`src/dtpd_pkg.sv`:
```
`timescale 1ns / 1ps

package dtpd_pkg;

	typedef enum logic [2:0] {
		CODE_UNKNOWN  = 3'd0,
		CODE_MFM_4489 = 3'd1,
		CODE_GCR      = 3'd2,
		CODE_PROLOGUE = 3'd3,
		CODE_MFM_A1   = 3'd4
	} dtpd_code_t;

	// register indexes on the write port
	localparam logic REG_GCR_SYNC_MIN = 1'b0;
	localparam logic REG_MFM_SYNC_MIN = 1'b1;

	localparam logic [15:0] COUNT_MAX = 16'hFFFF;

	localparam logic [7:0] BYTE_SYNC_HI = 8'h44;
	localparam logic [7:0] BYTE_SYNC_LO = 8'h89;
	localparam logic [7:0] BYTE_FF      = 8'hFF;
	localparam logic [7:0] BYTE_D5      = 8'hD5;
	localparam logic [7:0] BYTE_AA      = 8'hAA;
	localparam logic [7:0] BYTE_96      = 8'h96;
	localparam logic [7:0] BYTE_A1      = 8'hA1;

	localparam logic [17:0] LEN_MIN       = 18'd1000;
	localparam logic [17:0] LEN_SYNC_LO   = 18'd100000;
	localparam logic [17:0] LEN_SYNC_HI   = 18'd120000;
	localparam logic [17:0] LEN_GCR_LO    = 18'd40000;
	localparam logic [17:0] LEN_GCR_HI    = 18'd80000;
	localparam logic [17:0] LEN_PROLOG_LO = 18'd48000;
	localparam logic [17:0] LEN_PROLOG_HI = 18'd56000;
	localparam logic [17:0] LEN_A1_LO     = 18'd50000;
	localparam logic [17:0] LEN_A1_HI     = 18'd100000;

	// what the scanner has seen so far in the track, current byte included
	typedef struct packed {
		logic        sync_seen;
		logic        prologue_seen;
		logic [15:0] ff_count;
		logic [15:0] triple_count;
	} dtpd_obs_t;

endpackage

```
`src/dtpd_scan.sv`:
```
`timescale 1ns / 1ps

module dtpd_scan (
	input  logic              clk,
	input  logic              arst_n,
	input  logic              en,
	input  logic [7:0]        track_byte,
	input  logic              last_byte,
	output dtpd_pkg::dtpd_obs_t obs
);
	import dtpd_pkg::*;

	logic [7:0]  prev_q;
	logic [7:0]  prev_prev_q;
	logic [1:0]  idx_q;
	logic        sync_q;
	logic        prologue_q;
	logic [15:0] ff_q;
	logic [15:0] a1_q;
	logic        pair_ok;
	logic        triple_ok;

	assign pair_ok   = (idx_q != 2'd0);
	assign triple_ok = idx_q[1];

	always_comb begin
		obs.sync_seen     = sync_q;
		obs.prologue_seen = prologue_q;
		obs.ff_count      = ff_q;
		obs.triple_count  = a1_q;
		if (pair_ok) begin
			if (prev_q == BYTE_SYNC_HI && track_byte == BYTE_SYNC_LO) begin
				obs.sync_seen = 1'b1;
			end
			if (prev_q == BYTE_FF && track_byte == BYTE_FF && ff_q != COUNT_MAX) begin
				obs.ff_count = ff_q + 16'd1;
			end
		end
		if (triple_ok) begin
			if (prev_prev_q == BYTE_D5 && prev_q == BYTE_AA && track_byte == BYTE_96) begin
				obs.prologue_seen = 1'b1;
			end
			if (prev_prev_q == BYTE_A1 && prev_q == BYTE_A1 && track_byte == BYTE_A1
					&& a1_q != COUNT_MAX) begin
				obs.triple_count = a1_q + 16'd1;
			end
		end
	end

	always_ff @(posedge clk or negedge arst_n) begin
		if (!arst_n) begin
			prev_q      <= '0;
			prev_prev_q <= '0;
			idx_q       <= '0;
			sync_q      <= 1'b0;
			prologue_q  <= 1'b0;
			ff_q        <= '0;
			a1_q        <= '0;
		end else if (en) begin
			if (last_byte) begin
				// next byte opens a new track
				prev_q      <= '0;
				prev_prev_q <= '0;
				idx_q       <= '0;
				sync_q      <= 1'b0;
				prologue_q  <= 1'b0;
				ff_q        <= '0;
				a1_q        <= '0;
			end else begin
				prev_q      <= track_byte;
				prev_prev_q <= prev_q;
				if (idx_q != 2'd3) begin
					idx_q <= idx_q + 2'd1;
				end
				sync_q      <= obs.sync_seen;
				prologue_q  <= obs.prologue_seen;
				ff_q        <= obs.ff_count;
				a1_q        <= obs.triple_count;
			end
		end
	end

endmodule

```
`src/dtpd_classify.sv`:
```
`timescale 1ns / 1ps

module dtpd_classify (
	input  logic                bit_length_in,
	input  logic [17:0]         bit_length,
	input  dtpd_pkg::dtpd_obs_t obs,
	input  logic [15:0]         gcr_sync_min,
	input  logic [15:0]         mfm_sync_min,
	output dtpd_pkg::dtpd_code_t code
);
	import dtpd_pkg::*;

	logic win_sync;
	logic win_gcr;
	logic win_prolog;
	logic win_a1;

	assign win_sync   = (bit_length >= LEN_SYNC_LO)   && (bit_length <= LEN_SYNC_HI);
	assign win_gcr    = (bit_length >= LEN_GCR_LO)    && (bit_length <= LEN_GCR_HI);
	assign win_prolog = (bit_length >= LEN_PROLOG_LO) && (bit_length <= LEN_PROLOG_HI);
	assign win_a1     = (bit_length >= LEN_A1_LO)     && (bit_length <= LEN_A1_HI);

	// first matching test wins
	always_comb begin
		code = CODE_UNKNOWN;
		if (!bit_length_in || bit_length < LEN_MIN) begin
			code = CODE_UNKNOWN;
		end else if (win_sync && obs.sync_seen) begin
			code = CODE_MFM_4489;
		end else if (win_gcr && obs.ff_count >= gcr_sync_min) begin
			code = CODE_GCR;
		end else if (win_prolog && obs.prologue_seen) begin
			code = CODE_PROLOGUE;
		end else if (win_a1 && obs.triple_count >= mfm_sync_min) begin
			code = CODE_MFM_A1;
		end
	end

endmodule

```
`src/disk_track_platform_detector.sv`:
```
`timescale 1ns / 1ps

// Track platform detector.
// Input channel (in_valid/in_ready): one raw track byte per request, with the
// track length in bits and a flag on the final byte of the track. One byte is
// taken every cycle while the receiver keeps up.
// Output channel (out_valid/out_ready): one request per track, issued for the
// final byte, carrying the platform code and the FF FF pair and A1 A1 A1
// triple totals. Bytes that are not last give no output.
// Path: a last byte is loaded into the input register when accepted, then its
// result into the result register once that register is free. Throughput is
// one byte per cycle while the receiver keeps up.
// When the receiver stalls, non-last bytes keep flowing; a last byte waits in
// the input register and in_ready drops until the held result is taken.
// Registers gcr_sync_min (index 0) and mfm_sync_min (index 1) are written by
// wr_en/wr_index/wr_data; the user must write them only while no track is in
// flight, which the block itself does not enforce. Reset clears the pattern
// state, empties both stages and loads the register defaults 10 and 9.
module disk_track_platform_detector (
	input  logic        clk,
	input  logic        arst_n,
	input  logic        wr_en,
	input  logic        wr_index,
	input  logic [15:0] wr_data,
	input  logic        in_valid,
	output logic        in_ready,
	input  logic [7:0]  track_byte,
	input  logic [17:0] bit_length,
	input  logic        last_byte,
	output logic        out_valid,
	input  logic        out_ready,
	output logic [2:0]  platform_code,
	output logic [15:0] ff_pair_total,
	output logic [15:0] a1_triple_total
);
	import dtpd_pkg::*;

	logic [15:0] gcr_min_q;
	logic [15:0] mfm_min_q;

	logic        valid_s1;
	logic [7:0]  byte_s1;
	logic [17:0] len_s1;
	logic        last_s1;
	logic        adv_s1;

	logic        out_valid_q;
	dtpd_code_t  code_q;
	logic [15:0] ff_total_q;
	logic [15:0] a1_total_q;

	dtpd_obs_t   obs;
	dtpd_code_t  code;

	always_ff @(posedge clk or negedge arst_n) begin
		if (!arst_n) begin
			gcr_min_q <= 16'd10;
			mfm_min_q <= 16'd9;
		end else if (wr_en) begin
			case (wr_index)
				REG_GCR_SYNC_MIN: gcr_min_q <= wr_data;
				REG_MFM_SYNC_MIN: mfm_min_q <= wr_data;
				default: ;
			endcase
		end
	end

	// a last byte moves on only when the result register is free
	assign adv_s1   = valid_s1 && (!last_s1 || !out_valid_q || out_ready);
	assign in_ready = !valid_s1 || adv_s1;

	always_ff @(posedge clk or negedge arst_n) begin
		if (!arst_n) begin
			valid_s1 <= 1'b0;
		end else if (in_ready) begin
			valid_s1 <= in_valid;
		end
	end

	always_ff @(posedge clk) begin
		if (in_ready && in_valid) begin
			byte_s1 <= track_byte;
			len_s1  <= bit_length;
			last_s1 <= last_byte;
		end
	end

	dtpd_scan u_scan (
		.clk        (clk),
		.arst_n     (arst_n),
		.en         (adv_s1),
		.track_byte (byte_s1),
		.last_byte  (last_s1),
		.obs        (obs)
	);

	dtpd_classify u_classify (
		.bit_length_in (valid_s1),
		.bit_length    (len_s1),
		.obs           (obs),
		.gcr_sync_min  (gcr_min_q),
		.mfm_sync_min  (mfm_min_q),
		.code          (code)
	);

	always_ff @(posedge clk or negedge arst_n) begin
		if (!arst_n) begin
			out_valid_q <= 1'b0;
		end else if (adv_s1 && last_s1) begin
			out_valid_q <= 1'b1;
		end else if (out_ready) begin
			out_valid_q <= 1'b0;
		end
	end

	always_ff @(posedge clk) begin
		if (adv_s1 && last_s1) begin
			code_q     <= code;
			ff_total_q <= obs.ff_count;
			a1_total_q <= obs.triple_count;
		end
	end

	assign out_valid       = out_valid_q;
	assign platform_code   = code_q;
	assign ff_pair_total   = ff_total_q;
	assign a1_triple_total = a1_total_q;

endmodule

```
`config.mk`:
```
export PLATFORM = sky130hd
export DESIGN_NAME = disk_track_platform_detector
export DESIGN_NICKNAME = d
export VERILOG_FILES = /design/src/dtpd_pkg.sv /design/src/dtpd_scan.sv /design/src/dtpd_classify.sv /design/src/disk_track_platform_detector.sv
export SDC_FILE = /design/constraint.sdc
export NUM_CORES = 1
export LEC_CHECK = 0
export ABC_AREA = 1
export BUFFER_PORTS_ARGS = -buffer_cell sky130_fd_sc_hd__buf_2
export CAP_MARGIN = 40
export CORE_UTILIZATION = 40
export DETAILED_ROUTE_END_ITERATION = 6
export REMOVE_ABC_BUFFERS = 1
export SLEW_MARGIN = 20
export SYNTH_ARGS = -nofsm -noshare
export SYNTH_HDL_FRONTEND = slang
export SYNTH_SLANG_ARGS = --single-unit
```
`constraint.sdc`:
```
create_clock -name clk -period 5.7 [get_ports clk]
set_input_delay 1.14 -clock clk [delete_from_list [all_inputs] [get_ports clk]]
set_output_delay 1.14 -clock clk [all_outputs]
set_load 0.02 [all_outputs]
```
* After elaboration in Yosys (flattened, before gate mapping) *
Cells that the tools add are included.
W data, S select, Z words.

word-level totals
  register bits after elaboration = 148
  input port bits = 49
  output and inout port bits = 37
  logic and storage cells = 103

cells by class
  $add $sub $neg = 3
  order comparisons = 11
  eq/ne operators = 13
  multiplexer cells = 22
  bitwise operators = 1
  reductions and logical operators = 34

operators by type and width
  kind                     number
  $mux W16                 6
  $eq A8 B8 Y1 const B     9
  $ge A18 B16 Y1 const B   3
  $le A18 B17 Y1 const B   3
  $add A16 B1 Y16 const B  2
  $ge A16 B16 Y1           2
  $ne A16 B16 Y1 const B   2
  $logic_and A1 B1 Y1      19
  $ge A18 B17 Y1 const B   1
  $le A18 B16 Y1 const B   1
  $lt A18 B10 Y1 const B   1
  $mux W8                  2
  $mux W1                  9
  $eq A8 B7 Y1 const B     1
  $mux W2                  4
  $reduce_and A2 Y1        3
  $reduce_bool A2 Y1       3
  $logic_or A1 B1 Y1       4
  $reduce_or A4 Y1         1
  $logic_not A1 Y1         3
  $mux W3                  1
  $add A2 B1 Y2 const B    1
  $ne A2 B2 Y1 const B     1
  $reduce_or A2 Y1         1
  $not A1 Y1               1

* Depth between registers and ports, before layout *
  depth in word-level cells = 12
  gate-level depth with buffers = 24
  depth with buffers taken out = 24

* Hierarchy *
A second synthesis with hierarchy kept.

second synthesis, totals
  cell total of the unflattened synthesis = 1,002
  area total of the unflattened synthesis = 8,381.8 um^2

modules (own cells, without submodules)
  module                        times used  cells each  area each (um^2)
  dtpd_scan                     1           534         3,669.8
  disk_track_platform_detector  1           197         3,290.7
  dtpd_classify                 1           271         1,421.4

* Worst setup path after synthesis *
Ideal clock, no wire load.

  kind = flip-flop to flip-flop
  start = reg u_scan.idx_q[1]
  end = reg code_q[1], in the netlist platform_code[1], data pin
  arrival time = 2,587 ps
  data required time = 5,443 ps
  slack = 2,856 ps
  cell stages (with the launch flop) = 21
  buffers on the path = 2
  clock period less this slack = 2,844 ps
  cells stage by stage = dfrtp_1 clkbuf_1 inv_1 ha_1 buf_2 nor3_1 nand3_1 nor2_1 nand2_1 o21ai_0 and2_1 ha_1 nand2_1 nor2_1 and2_1 nor2_1 nand2_1 nand2_1 nand2_1 nand2_1 a21oi_1

RTL lines
  element                 line                                 RTL
  start, declared         dtpd_scan.sv:15                      logic [1:0] idx_q;
  start signal, assigned  dtpd_scan.sv:73                      idx_q <= idx_q + 2'd1;
  end signal, assigned    disk_track_platform_detector.sv:118  code_q <= code;
  end, declared           disk_track_platform_detector.sv:48   dtpd_code_t code_q;

==> flow_summary.json <==
{
  "hold_violations": 0,
  "cts_max_level": 4,
  "port_buffers": 85,
  "p_leak_nw": 4.61,
  "clk_pin_slew_worst_paths_ps": 60,
  "fmax_mhz": 303,
  "dpl_cell_area_sq_um": 8880,
  "fin_worst_skew_ps": 13.4,
  "preCtsSetupSlack_ps": 2470,
  "yosysSeqAreaShare": 0.495,
  "syn_area_sq_um": 8120,
  "syn_to_final_growth_pct": 17.3,
  "finalSetupViolCount": 0,
  "max_cap_violations": 0,
  "tns_ps": 0,
  "post-route-min-period_ps": 3300,
  "tightest_slew_ps": 581,
  "clk_latency_ps": 430,
  "synthCells": 1027,
  "syn_area_per_cell_sq_um": 7.90,
  "grtUsageTotal": 0.199,
  "final_cell_mix": "331 x nand2_1, 153 x inv_1, 94 x nor2_1",
  "cp.required_ps": 5980,
  "hold_path_class": "reg -> reg",
  "dr_total_vias": 6718,
  "start_kind": "flop",
  "drive_gt1_frac": 0.132,
  "relSlewSlack": 0.612,
  "fill_cells": 1927,
  "power_density_nw_per_um2": 305,
  "yosys_register_bits": 148,
  "place_congestion": 0.904,
  "ioPinCount": 86,
  "hold_buffers": 0,
  "die_h_um": 144,
  "ant_nets": 0,
  "drv_slew": 0,
  "final_cells": 1398,
  "cts_resized": 0,
  "cts_setup_buffers": 0,
  "tritoncts": "built",
  "worstPathArrival_ps": 3570,
  "viasPerCell": 4.81,
  "fin_nets": 1205,
  "min_path_cells": 2,
  "path_class": "reg -> reg",
  "ir_drop_mv": 0.180,
  "yosys_warnings": 0,
  "reg2reg_depth": 19,
  "drc": 0,
  "numCtsBuffers": 17,
  "synth_cell_types": 38,
  "grt_antenna_before_repair": 1,
  "start_util": 0.413,
  "core_area_sq_um": 19700,
  "dp_hpwl_mm": 14.2,
  "grt_max_degree": 42,
  "grt_pass1_wl_mm": 31.7,
  "die_w_um": 144,
  "whs_ps": 486,
  "stdcell_area_sq_um": 9520,
  "final.setup.worst_slack_ps": 2400,
  "first_iter_violations": 401,
  "first_pass_iters": 5,
  "cts_root_buffer": "clkbuf_16",
  "wirelength_mm": 19.2,
  "layout_commonest_cell": "nand2_1",
  "rows": 51,
  "diodes": 0,
  "end_kind": "flop",
  "routedWlPerCell_um": 13.7,
  "grt_pass1_vias": 6226,
  "clock-sinks": 148,
  "dp_cells": 1365,
  "ctsLongestPathBuffers": 2,
  "die-area_sq_um": 20900,
  "overflow": 0,
  "status": "completed",
  "final.period_utilization": 0.578,
  "rsz0062_at_grt": "false",
  "critPathMaxFanout": 12
}
-- metal layers --
| layer | vias up | wire length [um] | global-route usage |
|---|---|---|---|
| met4 | 2 | 136 | 0.0482 |
| met2 | 154 | 8700 | 0.315 |
| met1 | 3058 | 9480 | 0.273 |
| met5 | - | 13 | 0 |
| met3 | 11 | 837 | 0.0474 |
| li1 | 3493 | - | - |
-- kinds of logic after synthesis --
logic type	count (synthesis)	synth area share
and+or+nand+nor	559	0.291
DFF	148	0.495
adders and majority gates	36	0.0555
xor gates and xnor gates	4	0.00432
AOI/OAI and AO/OA	103	0.0697
buffers and inverters	177	0.0846
-- worst paths after layout --
path                                        startpoint                             end  slack (ps)
setup / recovery           u_scan.idx_q[1]$_DFFE_PN0P_  platform_code[0]$_SDFFCE_PP0P_        2400
setup reg to reg           u_scan.idx_q[1]$_DFFE_PN0P_  platform_code[0]$_SDFFCE_PP0P_        2400
hold reg to reg              gcr_min_q[14]$_DFFE_PN0P_       gcr_min_q[14]$_DFFE_PN0P_         490
hold / removal               gcr_min_q[14]$_DFFE_PN0P_       gcr_min_q[14]$_DFFE_PN0P_         490
max in group asynchronous                       arst_n        gcr_min_q[1]$_DFFE_PN1P_        4140
min in group asynchronous                       arst_n      u_scan.ff_q[2]$_DFFE_PN0P_         590
-- stage by stage --
step / util / power, mW
6_report: 0.484 / 2.90
5_1_grt: 0.484 / 3.04
4_1_cts: 0.484 / 2.92
3_5_place_dp: 0.452 / 1.71
3_3_place_gp: 0.449 / 1.70
2_1_floorplan: - / 1.56
-- cells in the mapped netlist (all sizes together) --
library cell	count	area [sq um]
nand2	339	1300
inv	157	589
nor2	99	397
dfrtp	82	2050
nand3	68	345
o21ai	63	330
edfxtp	62	1860
ha	36	450
nand4	23	144
a21oi	21	105
nor3	21	110
clkbuf	14	52.6
o22ai	10	62.6
buf	6	45.0
and2	4	25.0
dfstp	4	105
xor2	4	35.0
a21boi	3	22.5
o21bai	3	22.5
nand3b	2	15.0
a31oi	1	6.26
and3b	1	8.76
nor3b	1	7.51
nor4	1	6.26
o2111ai	1	8.76
o21a	1	7.51
-- sequential cells by signal, summed over array words and instances (netlist names) --
| name | cells |
|---|---|
| u_scan.prev_q | 8 |
| len_s1 | 18 |
| u_scan.a1_q | 16 |
| a1_triple_total | 16 |
| out_valid | 1 |
| gcr_min_q | 16 |
| ff_pair_total | 16 |
| mfm_min_q | 16 |
| u_scan.sync_q | 1 |
| last_s1 | 1 |
| u_scan.prev_prev_q | 8 |
| platform_code | 3 |
| u_scan.ff_q | 16 |
| byte_s1 | 8 |
| valid_s1 | 1 |
| u_scan.prologue_q | 1 |
| u_scan.idx_q | 2 |
-- report_power, final --
group	leakage (nW)	total, mW	switching (mW)	internal, mW
Sequential	1.72	1.27	0.0679	1.21
Combinational	2.58	0.419	0.277	0.143
Clock	0.305	1.21	0.438	0.768
-- critical path, stage by stage (launching register included) --
cell and delay, ps:
dfrtp_1 580, inv_1 80, ha_1 350, nor3_1 230
nand3_1 90, nor2_1 250, nand2_1 150, o21ai_0 200
and2_1 180, ha_1 230, nand2_1 60, nor2_1 50
and2_1 130, nor2_1 80, nand2_1 80, nand2_1 60
nand2_1 60, nand2_1 100, nand2_1 60, a21oi_1 130
-- final cells by class --
type | instances | area (sq um) | share of cell area
Sequential cell | 148 | 4020 | 0.422
Multi-Input combinational cell | 702 | 3410 | 0.359
Inverter | 157 | 589 | 0.0619
Timing Repair Buffer | 94 | 538 | 0.0565
Clock buffer | 24 | 482 | 0.0506
Tap cell | 265 | 332 | 0.0348
Clock inverter | 8 | 148 | 0.0155
No activity file was read; power rests on OpenSTA's default activity.
